`config.mk`:
```
export PLATFORM = sky130hd
export DESIGN_NAME = nand_hamming_ecc_engine
export DESIGN_NICKNAME = d
export VERILOG_FILES = /design/src/design/hecc_pkg.sv /design/src/design/hecc_accum.sv /design/src/design/hecc_check.sv /design/src/design/nand_hamming_ecc_engine.sv
export SDC_FILE = /design/constraint.sdc
export NUM_CORES = 1
export LEC_CHECK = 0
export ABC_AREA = 1
export CELL_PAD_IN_SITES_DETAIL_PLACEMENT = 0
export CELL_PAD_IN_SITES_GLOBAL_PLACEMENT = 2
export CORE_MARGIN = 1
export CORE_UTILIZATION = 39
export DETAILED_ROUTE_END_ITERATION = 6
export DONT_BUFFER_PORTS = 1
export PLACE_DENSITY_LB_ADDON = 0.1
export SYNTH_ARGS = -nofsm -noshare
export SYNTH_HDL_FRONTEND = slang
export SYNTH_HIERARCHICAL = 1
export SYNTH_SLANG_ARGS = --single-unit
```
`constraint.sdc`:
```
create_clock -name clk -period 6.4 [get_ports clk]
set_input_delay 1.28 -clock clk [delete_from_list [all_inputs] [get_ports clk]]
set_output_delay 1.28 -clock clk [all_outputs]
set_load 0.01 [all_outputs]
```
`src/design/hecc_pkg.sv`:
```
// shared constants, types and helper functions for the hamming ecc engine
`timescale 1ns / 1ps
`default_nettype none

package hecc_pkg;

    localparam int MAX_BLOCK_LOG2 = 9;
    localparam int ADDR_W         = 9;
    localparam int CODE_W         = 24;
    localparam int LOG2_W         = 4;
    localparam int STATUS_W       = 2;
    localparam int BIT_W          = 3;

    localparam logic [LOG2_W-1:0] LOG2_RESET = LOG2_W'(MAX_BLOCK_LOG2);
    localparam logic [LOG2_W-1:0] LOG2_MAX   = LOG2_W'(MAX_BLOCK_LOG2);

    // even positions of the code: first member of every parity pair
    localparam logic [CODE_W-1:0] PAIR_EVEN = 24'h555555;

    localparam logic [STATUS_W-1:0] ST_OK       = 2'd0;
    localparam logic [STATUS_W-1:0] ST_FIXED    = 2'd1;
    localparam logic [STATUS_W-1:0] ST_CODE_ERR = 2'd2;
    localparam logic [STATUS_W-1:0] ST_UNCORR   = 2'd3;

    // one finished block on its way to the checker
    typedef struct packed {
        logic [CODE_W-1:0] gen;
        logic [CODE_W-1:0] stored;
        logic [CODE_W-1:0] mask;
    } hecc_blk_t;

    function automatic logic par8(input logic [7:0] v);
        par8 = ^v;
    endfunction

    // code width is 2*(k+3) bits
    function automatic logic [CODE_W-1:0] code_mask(input logic [LOG2_W-1:0] k);
        logic [CODE_W-1:0] m;
        logic [5:0]        w;
        w = 6'(2 * (int'(k) + 3));
        for (int i = 0; i < CODE_W; i++)
        begin
            m[i] = (6'(i) < w);
        end
        code_mask = m;
    endfunction

    // last byte address of a block of 2^k bytes
    function automatic logic [ADDR_W-1:0] last_addr(input logic [LOG2_W-1:0] k);
        logic [ADDR_W-1:0] a;
        for (int i = 0; i < ADDR_W; i++)
        begin
            a[i] = (LOG2_W'(i) < k);
        end
        last_addr = a;
    endfunction

endpackage

`default_nettype wire

```
`src/design/hecc_accum.sv`:
```
// parity accumulation over a block, block length register and finished-block register
`timescale 1ns / 1ps
`default_nettype none

module hecc_accum
    import hecc_pkg::*;
(
    input  wire logic                  clk,
    input  wire logic                  rst_n,
    input  wire logic                  cfg_valid,
    output logic                       cfg_ready,
    input  wire logic [LOG2_W-1:0]     block_bytes_log2,
    input  wire logic                  in_valid,
    output logic                       in_stall,
    input  wire logic [7:0]            data_byte,
    input  wire logic [CODE_W-1:0]     stored_code,
    input  wire logic                  chk_take,
    output logic                       chk_valid,
    output hecc_blk_t                  chk_blk
);

    logic [LOG2_W-1:0] k_reg;
    logic [LOG2_W-1:0] k_next;
    logic [CODE_W-1:0] acc_reg;
    logic [CODE_W-1:0] acc_next;
    logic [ADDR_W-1:0] pos_reg;
    logic [ADDR_W-1:0] pos_next;
    logic              chk_valid_reg;
    logic              chk_valid_next;
    hecc_blk_t         blk_reg;
    hecc_blk_t         blk_next;

    logic              cfg_fire;
    logic              in_fire;
    logic              is_final;
    logic [ADDR_W-1:0] last;
    logic [CODE_W-1:0] mask;
    logic [CODE_W-1:0] contrib;
    logic [CODE_W-1:0] acc_sum;
    logic              rp;

    assign cfg_ready = ~chk_valid_reg;
    assign cfg_fire  = cfg_valid & cfg_ready;
    assign in_stall  = chk_valid_reg & ~chk_take;
    assign in_fire   = in_valid & ~in_stall;

    assign last     = last_addr(k_reg);
    assign mask     = code_mask(k_reg);
    assign is_final = (pos_reg >= last);
    assign rp       = par8(data_byte);

    always_comb
    begin
        contrib    = '0;
        contrib[0] = par8(data_byte & 8'h55);
        contrib[1] = par8(data_byte & 8'hAA);
        contrib[2] = par8(data_byte & 8'h33);
        contrib[3] = par8(data_byte & 8'hCC);
        contrib[4] = par8(data_byte & 8'h0F);
        contrib[5] = par8(data_byte & 8'hF0);
        // row pair j: odd member when address bit j is set
        for (int j = 0; j < ADDR_W; j++)
        begin
            contrib[6 + 2*j] = rp & (LOG2_W'(j) < k_reg) & ~pos_reg[j];
            contrib[7 + 2*j] = rp & (LOG2_W'(j) < k_reg) & pos_reg[j];
        end
    end

    assign acc_sum = acc_reg ^ contrib;

    always_comb
    begin
        k_next         = k_reg;
        acc_next       = acc_reg;
        pos_next       = pos_reg;
        chk_valid_next = chk_valid_reg;
        blk_next       = blk_reg;
        if (cfg_fire)
        begin
            k_next   = (block_bytes_log2 > LOG2_MAX) ? LOG2_MAX : block_bytes_log2;
            acc_next = '0;
            pos_next = '0;
        end
        else if (in_fire)
        begin
            if (is_final)
            begin
                acc_next = '0;
                pos_next = '0;
            end
            else
            begin
                acc_next = acc_sum;
                pos_next = pos_reg + ADDR_W'(1);
            end
        end
        // finished-block register is free when empty or drained this cycle
        if (!in_stall)
        begin
            chk_valid_next = in_fire & is_final & ~cfg_fire;
            blk_next.gen    = acc_sum & mask;
            blk_next.stored = stored_code & mask;
            blk_next.mask   = mask;
        end
    end

    always_ff @(posedge clk or negedge rst_n)
    begin
        if (!rst_n)
        begin
            k_reg         <= LOG2_RESET;
            acc_reg       <= '0;
            pos_reg       <= '0;
            chk_valid_reg <= 1'b0;
        end
        else
        begin
            k_reg         <= k_next;
            acc_reg       <= acc_next;
            pos_reg       <= pos_next;
            chk_valid_reg <= chk_valid_next;
        end
    end

    always_ff @(posedge clk)
    begin
        blk_reg <= blk_next;
    end

    assign chk_valid = chk_valid_reg;
    assign chk_blk   = blk_reg;

    a_pos_in_block: assert property (@(posedge clk) disable iff (!rst_n)
        pos_reg <= last)
        else $error("byte position past end of block");

    a_final_lands: assert property (@(posedge clk) disable iff (!rst_n)
        (in_fire && is_final && !cfg_fire) |=> chk_valid_reg)
        else $error("final byte did not produce a block");

    a_gen_masked: assert property (@(posedge clk) disable iff (!rst_n)
        chk_valid_reg |-> ((blk_reg.gen & ~blk_reg.mask) == '0))
        else $error("generated code has bits above code width");

    a_k_sat: assert property (@(posedge clk) disable iff (!rst_n)
        k_reg <= LOG2_MAX)
        else $error("block log2 not saturated");

endmodule

`default_nettype wire

```
`src/design/hecc_check.sv`:
```
// syndrome decode and result register
`timescale 1ns / 1ps
`default_nettype none

module hecc_check
    import hecc_pkg::*;
(
    input  wire logic                  clk,
    input  wire logic                  rst_n,
    input  wire logic                  chk_valid,
    input  wire hecc_blk_t             chk_blk,
    output logic                       chk_take,
    output logic                       out_valid,
    input  wire logic                  out_stall,
    output logic [CODE_W-1:0]          generated_code,
    output logic [STATUS_W-1:0]        check_status,
    output logic [ADDR_W-1:0]          fix_byte_address,
    output logic [BIT_W-1:0]           fix_bit_index
);

    logic                 out_valid_reg;
    logic                 out_valid_next;
    logic [CODE_W-1:0]    gen_reg;
    logic [STATUS_W-1:0]  status_reg;
    logic [STATUS_W-1:0]  status_next;
    logic [ADDR_W-1:0]    addr_reg;
    logic [ADDR_W-1:0]    addr_next;
    logic [BIT_W-1:0]     bit_reg;
    logic [BIT_W-1:0]     bit_next;

    logic [CODE_W-1:0]    syn;
    logic [CODE_W-1:0]    corr;
    logic [CODE_W-1:0]    ev;
    logic [CODE_W-1:0]    od;
    logic [ADDR_W-1:0]    od_addr;

    assign chk_take = ~out_valid_reg | ~out_stall;

    assign syn  = (chk_blk.gen ^ chk_blk.stored) & chk_blk.mask;
    assign corr = PAIR_EVEN & chk_blk.mask;
    assign ev   = syn & corr;
    assign od   = (syn >> 1) & corr;

    always_comb
    begin
        for (int j = 0; j < ADDR_W; j++)
        begin
            od_addr[j] = od[6 + 2*j];
        end
    end

    always_comb
    begin
        status_next = ST_UNCORR;
        addr_next   = '0;
        bit_next    = '0;
        priority if (syn == '0)
        begin
            status_next = ST_OK;
        end
        else if ((ev ^ od) == corr)
        begin
            // one of each pair flipped: single data bit in error
            status_next = ST_FIXED;
            addr_next   = od_addr;
            bit_next    = {od[4], od[2], od[0]};
        end
        else if ($onehot(syn))
        begin
            status_next = ST_CODE_ERR;
        end
        else
        begin
            status_next = ST_UNCORR;
        end
    end

    always_comb
    begin
        out_valid_next = out_valid_reg;
        if (chk_take)
        begin
            out_valid_next = chk_valid;
        end
    end

    always_ff @(posedge clk or negedge rst_n)
    begin
        if (!rst_n)
        begin
            out_valid_reg <= 1'b0;
        end
        else
        begin
            out_valid_reg <= out_valid_next;
        end
    end

    always_ff @(posedge clk)
    begin
        if (chk_take && chk_valid)
        begin
            gen_reg    <= chk_blk.gen;
            status_reg <= status_next;
            addr_reg   <= addr_next;
            bit_reg    <= bit_next;
        end
    end

    assign out_valid        = out_valid_reg;
    assign generated_code   = gen_reg;
    assign check_status     = status_reg;
    assign fix_byte_address = addr_reg;
    assign fix_bit_index    = bit_reg;

    a_no_fix_info: assert property (@(posedge clk) disable iff (!rst_n)
        (out_valid_reg && status_reg != ST_FIXED) |-> (addr_reg == '0 && bit_reg == '0))
        else $error("fix location set without a correction");

    a_take_loads: assert property (@(posedge clk) disable iff (!rst_n)
        (chk_valid && chk_take) |=> out_valid_reg)
        else $error("checked block not presented");

    a_ok_zero_syn: assert property (@(posedge clk) disable iff (!rst_n)
        (chk_valid && syn == '0) |-> (status_next == ST_OK))
        else $error("clean syndrome not reported as ok");

endmodule

`default_nettype wire

```
`src/design/nand_hamming_ecc_engine.sv`:
```
// top level of the nand hamming ecc engine
//
//  channel  direction  handshake            payload
//  cfg      in         cfg_valid/cfg_ready  block_bytes_log2
//  in       in         in_valid/in_stall    data_byte, stored_code
//  out      out        out_valid/out_stall  generated_code, check_status,
//                                           fix_byte_address, fix_bit_index
//
// one byte per cycle while in_stall is low; a block of 2^k bytes gives one result on its final byte
// the result passes through the finished-block register, then the result register
// reset sets k to 9 and clears the accumulator and byte position
// in_stall rises only while a finished block waits and the result register is held by out_stall
// a configuration write clears the block in progress; cfg_ready is low while a block awaits check
`timescale 1ns / 1ps
`default_nettype none

module nand_hamming_ecc_engine
    import hecc_pkg::*;
(
    input  wire logic                  clk,
    input  wire logic                  rst_n,
    input  wire logic                  cfg_valid,
    output logic                       cfg_ready,
    input  wire logic [LOG2_W-1:0]     block_bytes_log2,
    input  wire logic                  in_valid,
    output logic                       in_stall,
    input  wire logic [7:0]            data_byte,
    input  wire logic [CODE_W-1:0]     stored_code,
    output logic                       out_valid,
    input  wire logic                  out_stall,
    output logic [CODE_W-1:0]          generated_code,
    output logic [STATUS_W-1:0]        check_status,
    output logic [ADDR_W-1:0]          fix_byte_address,
    output logic [BIT_W-1:0]           fix_bit_index
);

    logic      chk_take;
    logic      chk_valid;
    hecc_blk_t chk_blk;

    hecc_accum u_accum (
        .clk              (clk),
        .rst_n            (rst_n),
        .cfg_valid        (cfg_valid),
        .cfg_ready        (cfg_ready),
        .block_bytes_log2 (block_bytes_log2),
        .in_valid         (in_valid),
        .in_stall         (in_stall),
        .data_byte        (data_byte),
        .stored_code      (stored_code),
        .chk_take         (chk_take),
        .chk_valid        (chk_valid),
        .chk_blk          (chk_blk)
    );

    hecc_check u_check (
        .clk              (clk),
        .rst_n            (rst_n),
        .chk_valid        (chk_valid),
        .chk_blk          (chk_blk),
        .chk_take         (chk_take),
        .out_valid        (out_valid),
        .out_stall        (out_stall),
        .generated_code   (generated_code),
        .check_status     (check_status),
        .fix_byte_address (fix_byte_address),
        .fix_bit_index    (fix_bit_index)
    );

endmodule

`default_nettype wire

```
* Word level (Yosys, flattened, before mapping)
Index checks and enable logic that the tools add are counted.
** Word-level totals
- Register bits :: 149
- Bits of input ports :: 41
- Word-level logic and storage cells :: 153
** Cells by class
- Add/sub/neg operators :: 25
- $lt $le $gt $ge :: 35
- Eq/ne operators :: 2
- Mux-type cells :: 9
- Bitwise gates (word level) :: 57
- Reductions and logical operators :: 12
** Operators with widths (count)
- $and 24x24->24 :: 3
- $mux 24 :: 3
- $xor 24x24->24 :: 3
- $reduce_xor 8->1 :: 7
- $add 5x5->5 :: 11
- $lt 4x6->1 const A :: 8
- $lt 5x6->1 const A :: 8
- $and 1x1->1 :: 32
- $mux 9 :: 3
- $add 1x1->2 :: 12
- $and 24x23->24 :: 1
- $eq 24x23->1 :: 1
- $logic_not 24->1 :: 1
- $lt 3x6->1 const A :: 4
- $and 23x23->23 :: 1
- $lt 3x4->1 const A :: 4
- $not 1->1 :: 16
- $lt 1x6->1 const A :: 2
- $lt 2x6->1 const A :: 2
- $add 9x1->9 const B :: 1
- $ge 9x9->1 :: 1
- $lt 1x4->1 const A :: 2
- $lt 2x4->1 const A :: 2
- $add 4x2->5 const B :: 1
- other kinds (9) :: 11

* Depth between registers and ports, before layout
- Depth in word-level cells :: 10
- Depth in mapped cells :: 19

* By module
The synthesis kept the hierarchy.
** Modules (own cells, without submodules)
- hecc_accum :: instances 1, cells each 574, area each 5039.8 µm², sequential area each 2755.1 µm²
- hecc_check :: instances 1, cells each 346, area each 2810.2 µm², sequential area each 1166.1 µm²

* Least setup slack after synthesis
No wires, ideal clock.
- Kind :: flip-flop to flip-flop
- From :: register u_accum.blk_reg, in the netlist u_accum/chk_blk[7]
- To :: register u_check.status_reg[0] (netlist: u_check/check_status[0]), data pin
- Setup time :: 256 ps
- Arrival :: 4443 ps
- Data required time :: 6144 ps
- Setup slack :: 1701 ps
- Stages on the path, launching flop included :: 17
- Path buffers :: 1
- Clock period less this slack :: 4699 ps
- Path through :: edfxtp_1 -> buf_4 -> nand2_1 -> nor2_1 -> inv_1 -> fa_1 -> fa_1 -> fa_1 -> fa_1 -> fa_1 -> inv_1 -> fa_1 -> fa_1 -> nor3_1 -> nand4_1 -> nand2_1 -> nand2_1
** On the way
- Longest elaborated chain between the ends :: 9
- Elaborated cells on any way between the ends :: 14
- Classes of those cells :: add/sub: 5; eq/ne: 2; mux: 2; bitwise: 4; reduce/logical: 1
** Ends and longest elaborated chain
- start, declared :: RTL line hecc_accum.sv:30 : hecc_blk_t blk_reg;
- start signal, assigned :: RTL line hecc_accum.sv:127 : blk_reg <= blk_next;
- $and 24x24->24 (*) :: RTL line hecc_check.sv:39 : assign syn = (chk_blk.gen ^ chk_blk.stored) & chk_blk.mask;
- $add 1x1->2 (not written as such) :: RTL line hecc_check.sv:68 : else if ($onehot(syn))
- $add 5x5->5 (not written as such) (4 in a row) :: RTL line hecc_check.sv:68
- $eq 5x1->1 :: RTL line hecc_check.sv:68
- $mux 1 :: RTL line hecc_check.sv:68
- $mux 1 :: RTL line hecc_check.sv:61 : else if ((ev ^ od) == corr)
- end signal, assigned :: RTL line hecc_check.sv:104 : status_reg <= status_next;
- end, declared :: RTL line hecc_check.sv:24 : logic [STATUS_W-1:0] status_reg;
Mark *: on every way between the ends. The rest lies on a longest branch, timed or not.
A chain may end at the register's enable or synchronous reset.

* Final worst setup path
- From :: register u_accum.blk_reg, in the netlist u_accum/chk_blk[55]
- To :: register u_check.status_reg[0] (netlist: u_check/check_status[0]), data pin
** On the way
- Longest elaborated chain between the ends :: 10
- Elaborated cells on any way between the ends :: 15
- Classes of those cells :: add/sub: 5; eq/ne: 2; mux: 2; bitwise: 5; reduce/logical: 1
** Ends and longest elaborated chain (RTL line)
- $xor 24x24->24 (*) :: hecc_check.sv:39
- $and 24x24->24 (*) :: hecc_check.sv:39
- $add 1x1->2 (not written as such) :: hecc_check.sv:68
- $add 5x5->5 (not written as such) (4 in a row) :: hecc_check.sv:68
- $eq 5x1->1 :: hecc_check.sv:68
- $mux 1 :: hecc_check.sv:68
- $mux 1 :: hecc_check.sv:61
Marked as above.

==> metrics.cfg <==
[sta]
number_of_hold_violations_in_the_final_report=0
period_share=0.769
timing.slew.headroom=0.224
setup_viol_count_final=0
max_slew.worst_pin.slew_ps=1160
grt_setup_unrepaired=no
slew_violations=0
clock_skew_ps=12.8
setup_ws_ps=1480
timing.fmax_ghz=0.203
layout_min_cycle_time_ps=4920
timing.setup.tns_ps=0

[layout]
finalNetCount=998
area.growth.synth_to_final_pct=10.4
final_layout_size_suffix_gt1_frac=0.0868
final_area_mm2=0.00866
count_of_non_filler_cells_in_the_finished_layout=1198
filler_cell_count=1925
insertedDiodeCount=0
max_reg_flops=60

[critical_path]
critical_path.endpoint_type=register
critical_path_arrival_ps=5080
max_stage_delay_ps=560
cp_max_fo=4
crit_reg_reg_startpoint=u_accum/chk_blk[55]
cp_data_required_time_ps=6560
timing.setup.critical_path_class=register to register
critPathSlowestCell=sky130_fd_sc_hd__fa_1
reg_to_reg_slack_setup_ps=1480
reg2reg_depth=16
timing.rr.end=u_check/check_status[0]
timing.critical_path.mode_cell=sky130_fd_sc_hd__fa_1
path_cells=nand2_1, nand2_1, nor2_1, inv_1, fa_1, fa_1, fa_1, fa_1, fa_1, inv_1, fa_1, fa_1, nor3_1, nand4_1, nand2_1, nand2_1
critPathLaunchType=register

[pwr]
internal-power_mw=2.13
p_per_area_mw_per_mm2=387
p_seq_frac=0.335
netSwitchingFraction=0.365
post-layout-total-power_mw=3.36
vdd.ir_drop.worst_mv=0.284
power.share.clock=0.295
power_frac_comb=0.370
switchingPower_mw=1.22
power_leakage_nw=4.04

[cts]
clock_pin_slew_worst_setup_and_hold_paths_ps=60
cts-root-buf=sky130_fd_sc_hd__clkbuf_16
number_of_buffers_added_to_fix_hold_violations_after_cts=0
clock_insertion_delay_worst_skew_ps=430
tritoncts=yes
cts_setup_buffers=0
cts-htree-levels=4
cts_max_path_buffers=2
cts-buffers-inserted=17
clock_sink_count=137
post_cts.resized_instances=0

[hold_path]
hold_path.class=register to register
min_path_cells=0
whs_endpoint=u_check/generated_code[9]
worst_hold_startpoint=u_accum/chk_blk[57]

[place]
port-buffer-count=0
gp_routability_congestion=0.815
pre_cts_slack_ps=1480
total_cell_area_at_the_placement_stage_mm2=0.00807
total_placed_cells_including_tap_cells=1166
hpwlAfterDp_um=13900

[synth]
synth_area_per_cell_um2=8.53
synth_top_family_by_area=simple AND/OR/NAND/NOR gates
synth_seq_area_share=0.500
synthMuxAreaShare=0
synth-compound-area-share=0.0245
syn_nets=998
synth_simple_gate_area_frac=0.281
netlist-cell-type-count=37
syn_inst=920
area_share_of_fa_ha_maj_cells_after_synthesis=0.0752
mappedNetlistArea_mm2=0.00785
synth.yosys.warnings=6
ys_ff_latch=137
post_synth_xor_area_fraction=0.0300

[global_routing]
grt_pass1_wl_um=28600
grt_pass1_vias=5327
gr-usage-all-layers=0.188
grt_antenna_before_repair=0
grt_max_degree=63
grt.overflow.total=0

[drt]
drt-total-wl_um=18300
route.detailed.vias_per_inst=4.69
vias=5624
detail_route.drc_violations=0
dr.first_iter.drc_count=331
drtPass1Iterations=5
post_drt_wl_per_cell_um=15.3
final_antenna_net_count=0

[flow_run]
maxCapViolations=0

[floorplan]
die_area_mm2=0.0207
placementRows=51
core_region_area_mm2=0.0196
die_x_um=144
initial_core_utilization=0.401
die_extent_in_y_um=144
io_pins=82

[outcome]
outcome=finished clean

==> final cells by class <==
type,count,area (um2),area share
clock buffers,17,425,0.0491
clock inverters,15,166,0.0192
inverters,150,563,0.0650
multi-input cells,611,3230,0.373
flip-flops and latches,137,3920,0.453
well taps,265,332,0.0383
repair buffers,3,22.5,0.00260
==> power groups by stage <==
stage               sequential (mW)  combinational [mW]  clock (mW)
finish                         1.12                1.24       0.991
global route                   1.14                1.43        1.06
CTS                            1.13                1.24        1.02
detailed placement             1.14                1.23           0
global placement               1.14                1.16           0
floorplan                      1.12               0.979           0
==> stage by stage <==
stage	util	hold WS (ps)
finish	0.442	468
global route	0.442	500
CTS	0.442	476
detailed placement	0.412	465
global placement	0.412	459
floorplan	-	446
==> critical path, delay by kind of cell (launching register included) <==
family / cells / cell delay, ps
buf+inv: 2 / 150
simple gates: 7 / 790
flops: 1 / 400
fa+ha+maj: 7 / 3320
==> kinds of logic (layout without fill, tap and decap cells) <==
kind of cell,count (synthesis),after routing
AND/OR/NAND/NOR,516,516
XOR/XNOR,26,26
buffers and inverters,172,185
flip-flops,137,137
AO/OA/AOI/OAI,32,32
adder cells (fa/ha/maj),37,37
==> layer usage <==
metal,up-vias,wire (um),GRT usage
met2,96,8900,0.314
met4,0,236,0.0588
met5,-,0,0
met3,17,619,0.0390
met1,2626,8520,0.242
li1,2885,-,-
==> cells in the final DEF (no fill, tap or decap), drive strengths merged <==
cell / n
nand2: 293
inv: 155
nor2: 131
edfxtp: 98
nand3: 63
dfrtp: 37
ha: 20
nand4: 20
o21ai: 20
xor2: 18
clkbuf: 17
fa: 17
a21oi: 9
xnor2: 8
clkinvlp: 5
nor3: 5
buf: 3
clkinv: 3
bufinv: 2
and2: 2
nand3b: 2
dfstp: 2
a31oi: 1
o211ai: 1
o21bai: 1
==> worst max-delay path by stage <==
stage                                   start                       to  slack [ps]  depth (start not counted)
final                     u_accum/chk_blk[55]  u_check/check_status[0]        1480                         16
after global routing      u_accum/chk_blk[55]  u_check/check_status[0]        1240                         16
after CTS                 u_accum/chk_blk[55]  u_check/check_status[0]        1480                         16
after detailed placement  u_accum/chk_blk[55]  u_check/check_status[0]        1480                         16
after global placement    u_accum/chk_blk[55]  u_check/check_status[0]        1570                         16
after floorplan            u_accum/chk_blk[7]  u_check/check_status[0]        1700                         16
==> Yosys cell counts (all sizes together) <==
cell type / n / area share
dfstp: 2 / 0.0067
o21bai: 1 / 0.00096
o21ai: 20 / 0.014
edfxtp: 98 / 0.37
nor2: 131 / 0.073
dfrtp: 37 / 0.12
ha: 20 / 0.032
o211ai: 1 / 0.00096
clkbuf: 3 / 0.0014
clkinv: 1 / 0.00048
fa: 17 / 0.043
a31oi: 1 / 0.00080
nand4: 20 / 0.017
xor2: 18 / 0.021
inv: 149 / 0.071
nand3: 63 / 0.042
and2: 2 / 0.0016
a21oi: 9 / 0.0077
nor3: 5 / 0.0032
nand3b: 2 / 0.0019
xnor2: 8 / 0.0089
nand2: 293 / 0.14
buf: 19 / 0.017
Note: power is estimated with default switching activity, not from simulation.
